===== config.mk =====
export PLATFORM = sky130hd
export DESIGN_NAME = red_hue_alpha_mask_pixel_core_flat
export DESIGN_NICKNAME = d
export VERILOG_FILES = /design/src/rham_pkg.sv /design/src/rham_ifs.sv /design/src/red_hue_alpha_mask_pixel_core.sv /design/src/rham_classify.sv /design/src/rham_divider.sv /design/src/flat_wrapper.sv
export SDC_FILE = /design/constraint.sdc
export NUM_CORES = 1
export LEC_CHECK = 0
export BUFFER_PORTS_ARGS = -buffer_cell sky130_fd_sc_hd__buf_2
export CAP_MARGIN = 20
export CORE_MARGIN = 5
export CORE_UTILIZATION = 36
export CTS_CLUSTER_DIAMETER = 150
export CTS_CLUSTER_SIZE = 8
export DETAILED_ROUTE_END_ITERATION = 8
export GPL_TIMING_DRIVEN = 0
export PLACE_DENSITY_LB_ADDON = 0.12
export REMOVE_ABC_BUFFERS = 1
export SYNTH_ARGS = -nofsm -noshare
export SYNTH_HDL_FRONTEND = slang
export SYNTH_SLANG_ARGS = --single-unit
export TNS_END_PERCENT = 20

===== constraint.sdc =====
create_clock -name clock -period 7.8 [get_ports clock]
set_clock_uncertainty 0.1 [all_clocks]
set_input_delay 1.17 -clock clock [delete_from_list [all_inputs] [get_ports clock]]
set_output_delay 1.17 -clock clock [all_outputs]
set_load 0.1 [all_outputs]

===== src/rham_pkg.sv =====
// Types and constants of the red color-key mask pipeline.
package rham_pkg;

   typedef enum logic [1:0] {
      CSR_CHANNEL_ORDER,
      CSR_MIN_SAT,
      CSR_MAX_SAT,
      CSR_VALUE_MIN
   } csr_index_type;

   localparam logic       RESET_CHANNEL_ORDER = 1'b0;
   localparam logic [7:0] RESET_MIN_SAT       = 8'd15;
   localparam logic [7:0] RESET_MAX_SAT       = 8'd30;
   localparam logic [7:0] RESET_VALUE_MIN     = 8'd50;
   localparam logic [7:0] CHAN_FULL           = 8'd255;
   localparam logic [7:0] CHAN_ZERO           = 8'd0;
   localparam logic [7:0] ALPHA_MAX           = 8'd255;

   typedef struct packed {
      logic       channel_order;
      logic [7:0] min_sat;
      logic [7:0] max_sat;
      logic [7:0] value_min;
   } cfg_type;

   typedef struct packed {
      logic [7:0] red;
      logic [7:0] green;
      logic [7:0] blue;
      logic       frame_end;
   } pix_type;

   // Classifier result: pixel, mask hit and saturation above threshold.
   typedef struct packed {
      pix_type    pix;
      logic       hit;
      logic [7:0] span;
   } cls_type;

   // Division state carried down the divider stages.
   typedef struct packed {
      pix_type    pix;
      logic       hit;
      logic       clamp;
      logic [7:0] rem;
      logic [7:0] low;
      logic [7:0] quo;
   } div_type;

endpackage


===== src/rham_ifs.sv =====
// Channel interfaces: pixel in, pixel out and register write.
interface rham_pixel_in_if;
   logic       valid;
   logic       ready;
   logic [7:0] chan_first;
   logic [7:0] chan_second;
   logic [7:0] chan_third;
   logic       frame_end;

   modport source (output valid, output chan_first, output chan_second,
                   output chan_third, output frame_end, input ready);
   modport sink   (input valid, input chan_first, input chan_second,
                   input chan_third, input frame_end, output ready);
endinterface

interface rham_pixel_out_if;
   logic       valid;
   logic       ready;
   logic [7:0] red_out;
   logic [7:0] green_out;
   logic [7:0] blue_out;
   logic [7:0] alpha_out;
   logic       frame_end_out;

   modport source (output valid, output red_out, output green_out, output blue_out,
                   output alpha_out, output frame_end_out, input ready);
   modport sink   (input valid, input red_out, input green_out, input blue_out,
                   input alpha_out, input frame_end_out, output ready);
endinterface

interface rham_csr_if;
   logic                   valid;
   logic                   ready;
   rham_pkg::csr_index_type index;
   logic [7:0]             data;

   modport source (output valid, output index, output data, input ready);
   modport sink   (input valid, input index, input data, output ready);
endinterface


===== src/red_hue_alpha_mask_pixel_core.sv =====
// Red color-key alpha mask: one RGB/BGR pixel in, one RGBA pixel out.
//
// req_if carries one pixel per transfer (chan_first, chan_second, chan_third,
// frame_end); rsp_if returns the pixel reordered to red, green, blue plus the
// alpha byte and the frame marker. csr_if writes the four registers (channel
// order, min_sat, max_sat, value_min) by index; write only while no pixel is
// in flight.
// Throughput is one pixel per cycle while rsp_if is not stalled. A pixel accepted
// on req_if loads the classify register, then passes one scaling stage, four
// divider stages that resolve two quotient bits each, and the output register
// before it shows on rsp_if.
// Reset empties the pipeline and loads the register defaults (RGB order,
// min_sat 15, max_sat 30, value_min 50).
// When the receiver holds rsp_if.ready low with a result waiting, every stage
// holds and req_if.ready drops in the same cycle; nothing is dropped or
// repeated. Bubbles in the input stream pass through as bubbles.
module red_hue_alpha_mask_pixel_core (
   input  logic                    clock,
   input  logic                    reset,
   rham_pixel_in_if.sink           req_if,
   rham_pixel_out_if.source        rsp_if,
   rham_csr_if.sink                csr_if
);

   rham_pkg::cfg_type cfg_ff;
   rham_pkg::cfg_type cfg_in;
   logic              en;
   logic              cls_valid;
   rham_pkg::cls_type cls_data;
   logic              div_valid;
   rham_pkg::div_type div_data;
   logic              rsp_valid_ff;
   logic              rsp_valid_in;
   rham_pkg::pix_type rsp_pix_ff;
   logic [7:0]        rsp_alpha_ff;
   logic [7:0]        rsp_alpha_in;

   // Advance the whole pipeline unless a finished pixel is stuck at the output.
   assign en = !rsp_valid_ff || rsp_if.ready;
   assign req_if.ready = en;
   assign csr_if.ready = 1'b1;

   always_comb begin
      cfg_in = cfg_ff;
      if (csr_if.valid) begin
         case (csr_if.index)
            rham_pkg::CSR_CHANNEL_ORDER: cfg_in.channel_order = csr_if.data[0];
            rham_pkg::CSR_MIN_SAT:       cfg_in.min_sat = csr_if.data;
            rham_pkg::CSR_MAX_SAT:       cfg_in.max_sat = csr_if.data;
            rham_pkg::CSR_VALUE_MIN:     cfg_in.value_min = csr_if.data;
            default:                     cfg_in = cfg_ff;
         endcase
      end
   end

   always_ff @(posedge clock) begin
      if (reset) begin
         cfg_ff.channel_order <= rham_pkg::RESET_CHANNEL_ORDER;
         cfg_ff.min_sat <= rham_pkg::RESET_MIN_SAT;
         cfg_ff.max_sat <= rham_pkg::RESET_MAX_SAT;
         cfg_ff.value_min <= rham_pkg::RESET_VALUE_MIN;
      end else begin
         cfg_ff <= cfg_in;
      end
   end

   rham_classify u_classify (
      .clock       (clock),
      .reset       (reset),
      .en          (en),
      .in_valid    (req_if.valid),
      .chan_first  (req_if.chan_first),
      .chan_second (req_if.chan_second),
      .chan_third  (req_if.chan_third),
      .frame_end   (req_if.frame_end),
      .cfg         (cfg_ff),
      .out_valid   (cls_valid),
      .out_data    (cls_data)
   );

   rham_divider u_divider (
      .clock     (clock),
      .reset     (reset),
      .en        (en),
      .in_valid  (cls_valid),
      .in_data   (cls_data),
      .max_sat   (cfg_ff.max_sat),
      .out_valid (div_valid),
      .out_data  (div_data)
   );

   always_comb begin
      rsp_valid_in = div_valid;
      if (!div_data.hit) begin
         rsp_alpha_in = 8'd0;
      end else if (div_data.clamp) begin
         rsp_alpha_in = rham_pkg::ALPHA_MAX;
      end else begin
         rsp_alpha_in = div_data.quo;
      end
   end

   always_ff @(posedge clock) begin
      if (reset) begin
         rsp_valid_ff <= 1'b0;
      end else if (en) begin
         rsp_valid_ff <= rsp_valid_in;
      end
   end

   always_ff @(posedge clock) begin
      if (en) begin
         rsp_pix_ff <= div_data.pix;
         rsp_alpha_ff <= rsp_alpha_in;
      end
   end

   assign rsp_if.valid = rsp_valid_ff;
   assign rsp_if.red_out = rsp_pix_ff.red;
   assign rsp_if.green_out = rsp_pix_ff.green;
   assign rsp_if.blue_out = rsp_pix_ff.blue;
   assign rsp_if.alpha_out = rsp_alpha_ff;
   assign rsp_if.frame_end_out = rsp_pix_ff.frame_end;

endmodule


===== src/rham_classify.sv =====
// First pipeline stage: channel order, max/min, hue window and thresholds.
module rham_classify (
   input  logic              clock,
   input  logic              reset,
   input  logic              en,
   input  logic              in_valid,
   input  logic [7:0]        chan_first,
   input  logic [7:0]        chan_second,
   input  logic [7:0]        chan_third,
   input  logic              frame_end,
   input  rham_pkg::cfg_type cfg,
   output logic              out_valid,
   output rham_pkg::cls_type out_data
);

   logic              valid_ff;
   rham_pkg::cls_type data_ff;
   rham_pkg::cls_type data_in;
   logic [7:0]        red;
   logic [7:0]        blue;
   logic [7:0]        mx;
   logic [7:0]        mn;
   logic [7:0]        sat;
   logic              red_max;
   logic              hue_edge;

   always_comb begin
      red = cfg.channel_order ? chan_third : chan_first;
      blue = cfg.channel_order ? chan_first : chan_third;
      mx = red;
      mn = red;
      if (chan_second > mx) mx = chan_second;
      if (blue > mx) mx = blue;
      if (chan_second < mn) mn = chan_second;
      if (blue < mn) mn = blue;
      sat = mx - mn;
      // Only the red sector can reach the window above 300 or below 60 degrees;
      // it misses exactly when green and blue differ by the full byte range.
      red_max = (red >= chan_second) && (red >= blue);
      hue_edge = ((chan_second == rham_pkg::CHAN_FULL) && (blue == rham_pkg::CHAN_ZERO)) ||
                 ((chan_second == rham_pkg::CHAN_ZERO) && (blue == rham_pkg::CHAN_FULL));
      data_in.pix.red = red;
      data_in.pix.green = chan_second;
      data_in.pix.blue = blue;
      data_in.pix.frame_end = frame_end;
      data_in.hit = (sat > cfg.min_sat) && red_max && !hue_edge && (mx > cfg.value_min);
      data_in.span = sat - cfg.min_sat;
   end

   always_ff @(posedge clock) begin
      if (reset) begin
         valid_ff <= 1'b0;
      end else if (en) begin
         valid_ff <= in_valid;
      end
   end

   always_ff @(posedge clock) begin
      if (en) begin
         data_ff <= data_in;
      end
   end

   assign out_valid = valid_ff;
   assign out_data = data_ff;

endmodule


===== src/rham_divider.sv =====
// Alpha scaling: span*255 then a restoring divide by max_sat, two bits per stage.
module rham_divider (
   input  logic              clock,
   input  logic              reset,
   input  logic              en,
   input  logic              in_valid,
   input  rham_pkg::cls_type in_data,
   input  logic [7:0]        max_sat,
   output logic              out_valid,
   output rham_pkg::div_type out_data
);

   localparam int DIV_STAGES = 4;
   localparam int STEPS_PER_STAGE = 2;

   logic                      prep_valid_ff;
   rham_pkg::div_type         prep_ff;
   rham_pkg::div_type         prep_in;
   logic [15:0]               product;
   logic [DIV_STAGES-1:0]     stage_valid_ff;
   rham_pkg::div_type         stage_ff [DIV_STAGES];
   rham_pkg::div_type         stage_in [DIV_STAGES];

   function automatic rham_pkg::div_type div_step(input rham_pkg::div_type d,
                                                  input logic [7:0] m);
      logic [8:0]        t;
      logic [8:0]        diff;
      rham_pkg::div_type o;
      o = d;
      t = {d.rem, d.low[7]};
      diff = t - {1'b0, m};
      if (t >= {1'b0, m}) begin
         o.rem = diff[7:0];
         o.quo = {d.quo[6:0], 1'b1};
      end else begin
         o.rem = t[7:0];
         o.quo = {d.quo[6:0], 1'b0};
      end
      o.low = {d.low[6:0], 1'b0};
      return o;
   endfunction

   always_comb begin
      product = {in_data.span, 8'h00} - {8'h00, in_data.span};
      prep_in.pix = in_data.pix;
      prep_in.hit = in_data.hit;
      // Quotient of 256 or more saturates; a zero divisor saturates too.
      prep_in.clamp = (max_sat == 8'd0) || (product >= {max_sat, 8'h00});
      prep_in.rem = product[15:8];
      prep_in.low = product[7:0];
      prep_in.quo = 8'd0;
   end

   always_comb begin
      for (int s = 0; s < DIV_STAGES; s++) begin
         stage_in[s] = (s == 0) ? prep_ff : stage_ff[(s == 0) ? 0 : s - 1];
         for (int k = 0; k < STEPS_PER_STAGE; k++) begin
            stage_in[s] = div_step(stage_in[s], max_sat);
         end
      end
   end

   always_ff @(posedge clock) begin
      if (reset) begin
         prep_valid_ff <= 1'b0;
         stage_valid_ff <= '0;
      end else if (en) begin
         prep_valid_ff <= in_valid;
         stage_valid_ff <= {stage_valid_ff[DIV_STAGES-2:0], prep_valid_ff};
      end
   end

   always_ff @(posedge clock) begin
      if (en) begin
         prep_ff <= prep_in;
         for (int s = 0; s < DIV_STAGES; s++) begin
            stage_ff[s] <= stage_in[s];
         end
      end
   end

   assign out_valid = stage_valid_ff[DIV_STAGES-1];
   assign out_data = stage_ff[DIV_STAGES-1];

endmodule


===== src/flat_wrapper.sv =====
// flat-port wrapper written by rule: the top's interface ports become plain ports
module red_hue_alpha_mask_pixel_core_flat 
  (clock, reset, req_if_valid, req_if_chan_first, req_if_chan_second, req_if_chan_third, req_if_frame_end, req_if_ready, rsp_if_valid, rsp_if_red_out, rsp_if_green_out, rsp_if_blue_out, rsp_if_alpha_out, rsp_if_frame_end_out, rsp_if_ready, csr_if_valid, csr_if_index, csr_if_data, csr_if_ready);
  rham_pixel_in_if req_if_i ();
  rham_pixel_out_if rsp_if_i ();
  rham_csr_if csr_if_i ();
  input  logic clock;
  input  logic reset;
  input wire logic [$bits(req_if_i.valid)-1:0] req_if_valid;
  input wire logic [$bits(req_if_i.chan_first)-1:0] req_if_chan_first;
  input wire logic [$bits(req_if_i.chan_second)-1:0] req_if_chan_second;
  input wire logic [$bits(req_if_i.chan_third)-1:0] req_if_chan_third;
  input wire logic [$bits(req_if_i.frame_end)-1:0] req_if_frame_end;
  output wire logic [$bits(req_if_i.ready)-1:0] req_if_ready;
  output wire logic [$bits(rsp_if_i.valid)-1:0] rsp_if_valid;
  output wire logic [$bits(rsp_if_i.red_out)-1:0] rsp_if_red_out;
  output wire logic [$bits(rsp_if_i.green_out)-1:0] rsp_if_green_out;
  output wire logic [$bits(rsp_if_i.blue_out)-1:0] rsp_if_blue_out;
  output wire logic [$bits(rsp_if_i.alpha_out)-1:0] rsp_if_alpha_out;
  output wire logic [$bits(rsp_if_i.frame_end_out)-1:0] rsp_if_frame_end_out;
  input wire logic [$bits(rsp_if_i.ready)-1:0] rsp_if_ready;
  input wire logic [$bits(csr_if_i.valid)-1:0] csr_if_valid;
  input wire logic [$bits(csr_if_i.index)-1:0] csr_if_index;
  input wire logic [$bits(csr_if_i.data)-1:0] csr_if_data;
  output wire logic [$bits(csr_if_i.ready)-1:0] csr_if_ready;
  assign req_if_i.valid = req_if_valid;
  assign req_if_i.chan_first = req_if_chan_first;
  assign req_if_i.chan_second = req_if_chan_second;
  assign req_if_i.chan_third = req_if_chan_third;
  assign req_if_i.frame_end = req_if_frame_end;
  assign req_if_ready = req_if_i.ready;
  assign rsp_if_valid = rsp_if_i.valid;
  assign rsp_if_red_out = rsp_if_i.red_out;
  assign rsp_if_green_out = rsp_if_i.green_out;
  assign rsp_if_blue_out = rsp_if_i.blue_out;
  assign rsp_if_alpha_out = rsp_if_i.alpha_out;
  assign rsp_if_frame_end_out = rsp_if_i.frame_end_out;
  assign rsp_if_i.ready = rsp_if_ready;
  assign csr_if_i.valid = csr_if_valid;
  assign csr_if_i.index = csr_if_index;
  assign csr_if_i.data = csr_if_data;
  assign csr_if_ready = csr_if_i.ready;
  red_hue_alpha_mask_pixel_core u_core (.clock(clock), .reset(reset), .req_if(req_if_i), .rsp_if(rsp_if_i), .csr_if(csr_if_i));
endmodule

# ---- Yosys cells after proc, flatten, opt, wreduce, memory -nomap -nowiden
# Memory sizes are Yosys's and may differ from the RTL's.
# Cells that the tools add are included.
dict set report totals {
  ramBits 196
  n_memories 1
  output_inout_bits 36
  mem_bits_ro 0
  inputBits 40
  latch_bits 0
  elab_cells 105
  reg_bits 142
}
# name words width read_ports rd_ports_with_merged_regs wr line
set memory_table {}
lappend memory_table {u_core.u_divider.stage_ff 4 49 4 0 4 rham_divider.sv:21} ;# rham_pkg::div_type stage_ff [DIV_STAGES];
dict set report op_classes {
  n_div 0
  bitwise 0
  eq_ne 5
  order_cmp 17
  shifts 0
  n_addsub 11
  reduce_logical 19
  mul 0
  muxes 25
}
# op count
set op_table {}
lappend op_table {{$mux W8} 15}
lappend op_table {{$sub A8 B8 Y8} 10}
lappend op_table {{$ge A9 B8 Y1} 8}
lappend op_table {{$gt A8 B8 Y1} 4}
lappend op_table {{$logic_not A8 Y1} 3}
lappend op_table {{$eq A8 B8 Y1 const B} 2}
lappend op_table {{$ge A16 B16 Y1} 1}
lappend op_table {{$ge A8 B8 Y1} 2}
lappend op_table {{$lt A8 B8 Y1} 2}
lappend op_table {{$sub A16 B8 Y16} 1}
lappend op_table {{$mux W1} 10}
lappend op_table {{$reduce_and A2 Y1} 4}
lappend op_table {{$logic_and A1 B1 Y1} 6}
lappend op_table {{$eq A2 B2 Y1 const B} 2}
lappend op_table {{$logic_or A1 B1 Y1} 3}
lappend op_table {{$eq A2 B1 Y1 const B} 1}
lappend op_table {{$logic_not A1 Y1} 2}
lappend op_table {{$logic_not A2 Y1} 1}

# ---- Depth between registers and ports, before layout
# Gate-level depths: netlist of the first run.
dict set report logic_depth {
  ltp_word 10
  mapped_depth 34
  depth_no_buf 32
}

# ---- Hierarchy
# Synthesis of the first run repeated with hierarchy kept, for this count alone.
dict set report hier_totals {
  hier_cells 1232
  hier_area_um2 16076.7
}
# mod cells_per_inst area_per_inst_um2 instances seq_area_each_um2
set modules_own_cells {}
lappend modules_own_cells {rham_divider 759 10665.2 1 6556.3}
lappend modules_own_cells {rham_classify 323 3265.6 1 1041.0}
lappend modules_own_cells {red_hue_alpha_mask_pixel_core 150 2145.8 1 1511.4}

# ---- Worst setup path before layout of the first run
# Ideal clock, no wire load.
dict set report synth_timing {
  kind {input to output}
  from {input rsp_if_ready}
  to {output req_if_ready}
  t_arrival_ps 7294
  t_required_ps 6530
  path_stages 3
  path_buffers 1
  setup_slack_ps -764
  path_cell_list {nor2b_1 clkbuf_1 inv_1}
}
dict set report synth_via {
  elab_chain_len 1
}
# item line
set synth_lines {}
lappend synth_lines {{from (decl)} flat_wrapper.sv:21} ;# input wire logic [$bits(rsp_if_i.ready)-1:0] rsp_if_ready;
lappend synth_lines {{$logic_or A1 B1 Y1} red_hue_alpha_mask_pixel_core.sv:39} ;# assign en = !rsp_valid_ff || rsp_if.ready;
lappend synth_lines {{to (decl)} flat_wrapper.sv:14} ;# output wire logic [$bits(req_if_i.ready)-1:0] req_if_ready;
# Every way passes these cells.

==> flow_summary.ini, run 1 <==
[global_routing]
grtUsageTotal = 0.129
grt_max_degree = 115
grt_pass1_vias = 8875
antenna_found_initial = 0
grt.overflow.total = 0
grt_pass1_wl_um = 46800

[sta]
rsz0062_at_grt = no
worst_pin_slew_ns = 1.01
max_clock_freq_ghz = 0.138
timing.final.hold_violations = 0
whs_ns = 0.304
fin_crit_ns = 7.26
finalSetupViolCount = 0
slew_viol_final = 0
tns_ns = 0
relSlewSlack = 0.326
post-route-period-util = 0.930

[critical_path]
rr_worst_depth = 30
crit_fanout = 7
rrSetupSlack_ns = 0.59
cp.arrival_ns = 7.52
end_kind = register
r2r_start = u_core.cfg_ff[24]$_SDFFE_PP0P_
critPathKind = in -> reg
cpPeakStageDelay_ns = 0.38
startpoint_type = primary input
cp_slowest_cell = a2111oi_1
r2r-end = u_core.u_classify.out_data[8]$_DFFE_PP_
crit_path_frequent_cell = ha_1
required_ns = 8.07

[layout]
post-route-cell-area_um2 = 17300
final_core_util = 0.422
layout.nets = 1424
fill_cells = 3864
mostFrequentLayoutCell = edfxtp_1
area_growth_pct = 15.8
mostFrequentLayoutCells = edfxtp_1, ha_1, inv_1
num_antenna_cells = 0
drive_above_1_share = 0.167

[placed_design]
gp_congestion = 0.800
placed_cell_area_um2 = 15900
port_buffers = 74
hpwlAfterDp_um = 19800

[die]
start_util = 0.364
num_io_pins = 76
die_area_um2 = 45600
coreArea_um2 = 40900
dieHeight_um = 213
die_w_um = 213
rows = 74

[routing]
viasPerCell = 4.84
finalWirelength_um = 28700
drc_errors = 0
drt-initial-drc-count = 465
vias = 8703
ant_nets = 0
wl_per_cell_um = 15.9
dr.pass1.iters = 5

[min_path]
holdPathEnd = u_core.u_divider.prep_ff[32]$_DFFE_PP_
hold_path_class = reg -> reg
whs_path_depth = 0
min_from = u_core.u_classify.out_data[15]$_DFFE_PP_

[clock_tree]
cts_made_buffers = 44
cts_sinks = 306
hold_buffers = 0
clk_path_buf_depth = 3
cts.clk_slew.worst_paths_ns = 0.06
cts-root-buf = clkbuf_16
worst_skew_pair.late_latency_ns = 0.57
cts_tree = built
cts_max_level = 2

[run]
max_cap_violations = 0

[synth]
postSynthAreaPerCell_um2 = 13.1
synthCells = 1141
synth_seq_cells = 306
ys_async_sr_fraction = 0
synth_edf_count = 274
synth_cell_type_count = 55
seq_area_frac_synth = 0.595
synth.cell_area_um2 = 14900
ys.flop_type = edfxtp_1
ys_warn_count = 0

[pwr]
power_density_nw_per_um2 = 401
vdd_drop_max_uv = 168
p_leak_nw = 7.05

[outcome]
status = completed
-- final cells by class --
| type | instances | area [um2] | share of cell area |
|---|---|---|---|
| clock buffer | 60 | 1160 | 0.0673 |
| multi-input combinational | 721 | 5640 | 0.327 |
| tap | 532 | 666 | 0.0386 |
| clock inverter | 4 | 88.8 | 0.00515 |
| timing repair buffer | 80 | 459 | 0.0266 |
| inverter | 97 | 372 | 0.0215 |
| sequential | 306 | 8870 | 0.514 |
-- worst max-delay path, delay by kind of cell --
kind / cells / cell delay (ns)
xor+xnor: 2 / 0.33
compound gates: 10 / 2.33
mux: 3 / 0.91
buf+inv: 3 / 0.37
fa+ha+maj: 4 / 1.20
simple gates: 9 / 1.19
-- synth_stat cells (all sizes together), types with 7 or more instances --
| master | number | share of area |
|---|---|---|
| a21boi | 9 | 0.0045 |
| a21o | 19 | 0.0096 |
| a21oi | 84 | 0.028 |
| clkbuf | 11 | 0.0028 |
| dfxtp | 32 | 0.043 |
| edfxtp | 274 | 0.55 |
| fa | 9 | 0.012 |
| ha | 125 | 0.10 |
| inv | 97 | 0.024 |
| mux2 | 57 | 0.043 |
| mux2i | 34 | 0.023 |
| nand2 | 88 | 0.022 |
| nand2b | 9 | 0.0038 |
| nand3b | 8 | 0.0040 |
| nand4 | 24 | 0.010 |
| nor2 | 54 | 0.014 |
| nor2b | 19 | 0.0080 |
| nor3 | 8 | 0.0042 |
| nor4 | 7 | 0.0034 |
| o21a | 13 | 0.0065 |
| o21ai | 48 | 0.017 |
| o21bai | 12 | 0.0060 |
| xnor2 | 33 | 0.019 |
| xor2 | 17 | 0.010 |
-- worst max path at each step --
stage          depth (start not counted)                                      end                           start
6_report                              31  u_core.u_classify.out_data[8]$_DFFE_PP_            req_if_chan_third[7]
5_1_grt                               29  u_core.u_classify.out_data[8]$_DFFE_PP_  u_core.cfg_ff[24]$_SDFFE_PP0P_
4_1_cts                               32  u_core.u_classify.out_data[8]$_DFFE_PP_  u_core.cfg_ff[24]$_SDFFE_PP0P_
3_5_place_dp                          29  u_core.u_classify.out_data[8]$_DFFE_PP_            req_if_chan_third[1]
3_3_place_gp                           4                             req_if_ready                    rsp_if_ready
2_1_floorplan                          2                             req_if_ready                    rsp_if_ready
-- logic make-up after synthesis --
group | after synthesis | synth area share
flip-flops | 306 | 0.595
AND/OR/NAND/NOR | 243 | 0.0805
AO/OA/AOI/OAI | 202 | 0.0821
adder cells (fa/ha/maj) | 134 | 0.117
buffers and inverters | 114 | 0.0297
multiplexers | 91 | 0.0661
XOR/XNOR | 50 | 0.0294
other | 1 | 0.000252
-- metrics by stage --
| step | std cells | total power [mW] | worst slack [ns] |
|---|---|---|---|
| detailed placement | 1733 | 5.22 | -0.649 |
| finish | 1800 | 6.91 | 0.543 |
| floorplan | 1124 | 4.65 | -0.667 |
| CTS | 1797 | 7.01 | 0.181 |
| global placement | 1730 | 5.19 | -3.73 |
| global route | 1800 | 7.46 | 0.0704 |
-- flip-flops by register name (all words and copies together), names as in the netlist, 4 cells and up --
name / flops
u_core.u_divider.stage_ff: 164
u_core.u_divider.prep_ff: 43
u_core.u_classify.out_data: 34
u_core.rsp_if.red_out: 8
u_core.cfg_ff: 25
u_core.rsp_if.blue_out: 8
u_core.u_divider.stage_valid_ff: 4
u_core.rsp_if.green_out: 8
u_core.rsp_if.alpha_out: 8
-- per-layer routing --
metal  wire [um]  vias up  GRT usage
met4         828        0     0.0474
met1       13900     4100      0.177
met3        1100       53     0.0241
met5           0        -          0
met2       12900      149      0.204
li1            -     4401          -
-- power by group --
group	total [mW]	internal (mW)	switching, mW
sequential	2.41	2.27	0.146
clock	1.72	1.03	0.683
combinational	2.78	1.31	1.48
total	6.91	4.61	2.31
-- timing repair --
action,in CTS,in global routing
pin swaps,0,2
setup endpoints to repair,1,1
gates resized for setup,4,7
setup buffers,0,3
Note: power is estimated with default switching activity, not from simulation.
==> inputs of run 2 (changes only) <==
- CTS_BUF_LIST: default -> sky130_fd_sc_hd__clkbuf_16
==> run 2 against run 1 <==
Against the previous run: core utilization is the same; non-clock buffer count unchanged; clock-buffer cell count is 16 lower; routed wire length decreased by 0.20%; clock power about the same; cell count did not move; fmax about the same; register-to-register slack is essentially flat; worst hold slack better by 0.0011 ns.
==> flow_summary.ini, run 2 (synthesis results as in run 1) <==
[sta]
slew_viol_final = 0
finalWorstSetupSlack_ns = 0.538
relSlewSlack = 0.326
tns_ns = 0
rsz0062_at_grt = no
timing.final.hold_violations = 0
fin_crit_ns = 7.26
post-route-period-util = 0.931
worst_pin_slew_ns = 1.01
finalSetupViolCount = 0
max_clock_freq_ghz = 0.138
whs_ns = 0.305

[die]
die_area_um2 = 45600
start_util = 0.364
dieHeight_um = 213
coreArea_um2 = 40900
rows = 74
die_w_um = 213
num_io_pins = 76

[pwr]
power_frac_comb = 0.404
pwr-share-clk = 0.246
p_seq_frac = 0.350
p_sw_mw = 2.31
power_density_nw_per_um2 = 399
sw_frac_of_total = 0.335
vdd_drop_max_uv = 168
p_leak_nw = 7.12
power.internal_mw = 4.58
p_total_mw = 6.89

[placed_design]
gp_congestion = 0.800
placed_cell_area_um2 = 15900
port_buffers = 74
dp.cells = 1733
hpwlAfterDp_um = 19800
pre_cts_ws_ns = -0.649

[routing]
finalWirelength_um = 28600
dr.pass1.iters = 5
drc_errors = 0
drt-initial-drc-count = 464
wl_per_cell_um = 15.9
vias = 8699
ant_nets = 0
viasPerCell = 4.83

[global_routing]
grt_pass1_wl_um = 46800
grt_max_degree = 115
grt_pass1_vias = 8875
antenna_found_initial = 0
grtUsageTotal = 0.129
grt.overflow.total = 0

[layout]
mostFrequentLayoutCell = edfxtp_1
drive_above_1_share = 0.167
mostFrequentLayoutCells = edfxtp_1, ha_1, inv_1
fill_cells = 3864
regMostFlops = u_core.u_divider.stage_ff
multi_input_area_um2 = 5640
regArea_um2 = 8870
post-route-cell-area_um2 = 17300
num_antenna_cells = 0
fin_cells = 1800
area_growth_pct = 15.8
final_core_util = 0.422
layout.nets = 1424
largest_register_ffs = 164

[critical_path]
crit_path_frequent_cell = ha_1
critPathCapture = u_core.u_classify.out_data[8]$_DFFE_PP_
required_ns = 8.07
crit_fanout = 7
cp_slowest_cell = a2111oi_1
startpoint_type = primary input
critPathLaunch = req_if_chan_third[7]
rrSetupSlack_ns = 0.58
end_kind = register
critPathKind = in -> reg
cp.arrival_ns = 7.53
rr_worst_depth = 30
r2r_start = u_core.cfg_ff[24]$_SDFFE_PP0P_
cpPeakStageDelay_ns = 0.38
r2r-end = u_core.u_classify.out_data[8]$_DFFE_PP_

[clock_tree]
cts_made_buffers = 44
hold_buffers = 0
cts_max_level = 2
cts_tree = built
cts_sinks = 306
worst_skew_pair.late_latency_ns = 0.57
clk_path_buf_depth = 3
cts.clk_slew.worst_paths_ns = 0.06
cts-root-buf = clkbuf_16

[min_path]
hold_path_class = reg -> reg

[outcome]
status = completed

[run]
max_cap_violations = 0
==> run 2: cell types whose count changed in the layout (fill, tap and decap cells not counted), sizes merged <==
cell and change:
inv +16, clkbuf -16
==> run 2: cell type report <==
class                      count  share of cell area
clock inverter                20             0.00863
sequential                   306               0.514
tap                          532              0.0386
timing repair buffer          80              0.0266
multi-input combinational    721               0.327
inverter                      97              0.0215
clock buffer                  44              0.0638
==> run 2: power groups by stage <==
| stage | logic, mW | registers [mW] | clock network, mW |
|---|---|---|---|
| floorplan | 2.12 | 2.53 | 0 |
| global placement | 2.75 | 2.44 | 0 |
| detailed placement | 2.77 | 2.45 | 0 |
| CTS | 2.80 | 2.42 | 1.77 |
| global route | 3.15 | 2.45 | 1.84 |
| finish | 2.78 | 2.41 | 1.70 |
==> run 2: worst min-delay path by stage <==
| stage | start | depth (start not counted) | to |
|---|---|---|---|
| finish | u_core.u_divider.stage_ff[0][24]$_DFFE_PP_ | 0 | u_core.u_divider.stage_ff[1][24]$_DFFE_PP_ |
| global route | u_core.u_divider.prep_ff[34]$_DFFE_PP_ | 0 | u_core.u_divider.stage_ff[0][32]$_DFFE_PP_ |
| CTS | u_core.u_divider.prep_ff[34]$_DFFE_PP_ | 0 | u_core.u_divider.stage_ff[0][32]$_DFFE_PP_ |
| detailed placement | u_core.u_divider.stage_ff[3][27]$_DFFE_PP_ | 0 | u_core.rsp_if.blue_out[2]$_DFFE_PP_ |
| global placement | u_core.u_divider.stage_ff[0][36]$_DFFE_PP_ | 0 | u_core.u_divider.stage_ff[1][36]$_DFFE_PP_ |
| floorplan | u_core.u_divider.stage_ff[3][25]$_DFFE_PP_ | 0 | u_core.rsp_if.blue_out[0]$_DFFE_PP_ |
==> run 2: worst max-delay path, delay by kind of cell <==
family / cells / cell delay [ns]
xor gates and xnor gates: 2 / 0.33
and+or+nand+nor: 9 / 1.18
AOI/OAI and AO/OA: 10 / 2.34
muxes: 3 / 0.91
adders and majority gates: 4 / 1.21
buffers and inverters: 3 / 0.37
==> run 2: layer usage <==
layer | global-route usage | routed length [um]
met3 | 0.0241 | 1110
met1 | 0.177 | 13800
met2 | 0.204 | 12900
met4 | 0.0474 | 828
met5 | 0 | 0
==> run 2: what timing repair did <==
action,CTS,global route
pin swaps,0,2
buffers inserted,0,3
gates cloned,0,0
setup endpoints to repair,1,1
gates resized for setup,4,7
==> inputs of run 3 (changes only) <==
==> constraint.sdc (replaced) <==
create_clock -name clock -period 7.8 [get_ports clock]
set_clock_uncertainty 0.1 [all_clocks]
set_input_delay 0.39 -clock clock [delete_from_list [all_inputs] [get_ports clock]]
set_output_delay 0.39 -clock clock [all_outputs]
set_load 0.1 [all_outputs]
==> run 3 against run 2 <==
Against the previous run: flip-flop and latch count unchanged; sequential power about the same; clock power about the same; worst hold slack got worse by 0.26 ns; core utilization increased by 0.37 points; first-iteration DRC count decreased by 9.3%; critical path type is now reg -> reg; die area unchanged; combinational power about the same; power about the same.
==> flow_summary.ini, run 3 (synthesis results as in run 1) <==
[global_routing]
grt_pass1_wl_um = 47100
grt.overflow.total = 0
grt_pass1_vias = 8961
antenna_found_initial = 0
grt_max_degree = 115
grtUsageTotal = 0.129

[pwr]
p_leak_nw = 7.18
p_total_mw = 6.89
power_density_nw_per_um2 = 396
vdd_drop_max_uv = 167

[routing]
drc_errors = 0
viasPerCell = 4.83
wl_met3_um = 1130
drt-initial-drc-count = 421
wl_per_cell_um = 15.8
top_layer = met4
dr_wl_met2_um = 13000
vias = 8760
ant_nets = 0
met1Wirelength_um = 13700
finalWirelength_um = 28700
dr.pass1.iters = 5

[sta]
rsz0062_at_grt = no
fin_crit_ns = 7.21
whs_ns = 0.0418
finalSetupViolCount = 0
post-route-period-util = 0.924
finalWorstSetupSlack_ns = 0.591
max_clock_freq_ghz = 0.139
timing.final.hold_violations = 0
slew_viol_final = 0
worst_pin_slew_ns = 1.01
relSlewSlack = 0.326

[layout]
drive_above_1_share = 0.165
mostFrequentLayoutCells = edfxtp_1, ha_1, inv_1
largest_register_ffs = 164
num_antenna_cells = 0
area_growth_pct = 16.8
regMostFlops = u_core.u_divider.stage_ff
fin_cells = 1815
post-route-cell-area_um2 = 17400
mostFrequentLayoutCell = edfxtp_1
layout.nets = 1439

[clock_tree]
cts_tree = built
cts.clk_slew.worst_paths_ns = 0.06
worst_skew_pair.late_latency_ns = 0.57
cts_max_level = 2
cts_sinks = 306
cts_made_buffers = 44
clk_path_buf_depth = 3
cts-root-buf = clkbuf_16

[die]
die_area_um2 = 45600
coreArea_um2 = 40900
start_util = 0.364
die_w_um = 213
num_io_pins = 76
dieHeight_um = 213
rows = 74

[critical_path]
cp_top_family = compound AO/OA/AOI/OAI gates
end_kind = register
critPathKind = reg -> reg
crit_path_frequent_cell = ha_1
cp_slowest_cell = dfxtp_4
startpoint_type = register
cp.arrival_ns = 7.47
required_ns = 8.07
cpPeakStageDelay_ns = 0.54
crit_fanout = 21
cp_num_buf_inv = 2

[placed_design]
dp.cells = 1733
port_buffers = 74
pre_cts_ws_ns = -0.569
gp_congestion = 0.800
placed_cell_area_um2 = 15900
hpwlAfterDp_um = 19800

[min_path]
hold_path_class = in -> reg

[outcome]
status = completed

[run]
max_cap_violations = 0
==> run 3: cell type report <==
| cell class | instances | area (um2) |
|---|---|---|
| tap | 532 | 666 |
| multi-input combinational | 721 | 5640 |
| inverter | 97 | 372 |
| timing repair buffer | 95 | 609 |
| clock buffer | 44 | 1100 |
| fill | 3854 | 23500 |
| clock inverter | 20 | 149 |
| sequential | 306 | 8870 |
==> run 3: metrics by stage <==
step | setup TNS, ns | utilization
5_1_grt | 0 | 0.425
6_report | 0 | 0.425
4_1_cts | 0 | 0.424
3_3_place_gp | -351.44 | 0.388
2_1_floorplan | 0 | -
3_5_place_dp | -0.569 | 0.389
==> run 3: routing by layer <==
metal	vias to the layer above	GRT usage
met5	-	0
met4	0	0.0474
met3	58	0.0237
met2	151	0.206
met1	4122	0.177
li1	4429	-
==> run 3: worst paths after layout <==
path                                                     end  slack (ns)  cells past startpoint                                  startpoint
setup / recovery     u_core.u_classify.out_data[8]$_DFFE_PP_        0.59                     30              u_core.cfg_ff[24]$_SDFFE_PP0P_
hold / removal      u_core.u_classify.out_data[23]$_DFFE_PP_        0.04                      1                       req_if_chan_second[5]
setup reg to reg     u_core.u_classify.out_data[8]$_DFFE_PP_        0.59                     30              u_core.cfg_ff[24]$_SDFFE_PP0P_
hold reg to reg   u_core.u_divider.stage_ff[1][24]$_DFFE_PP_        0.31                      0  u_core.u_divider.stage_ff[0][24]$_DFFE_PP_
==> run 3: worst register-to-register path: cells and delay by family, from the launching register on <==
| family | cells | cell delay (ns) |
|---|---|---|
| buffers and inverters | 2 | 0.27 |
| adders and majority gates | 4 | 1.21 |
| DFF | 1 | 0.54 |
| and+or+nand+nor | 9 | 1.18 |
| muxes | 3 | 1.04 |
| AOI/OAI and AO/OA | 10 | 2.34 |
| xor gates and xnor gates | 2 | 0.33 |
==> run 3: repair_timing <==
item                                    in CTS  in global routing
pin swaps                                    0                  2
gates cloned                                 0                  0
hold buffers                                15                  0
setup buffers                                0                  3
hold endpoints to repair                    31                  0
endpoints found under the setup margin       1                  1
gates resized for setup                      4                  7
==> run 3: power by group <==
part | internal (mW) | switching [mW] | total [mW]
combinational | 1.31 | 1.47 | 2.78
clock | 1.01 | 0.686 | 1.70
sequential | 2.27 | 0.146 | 2.41
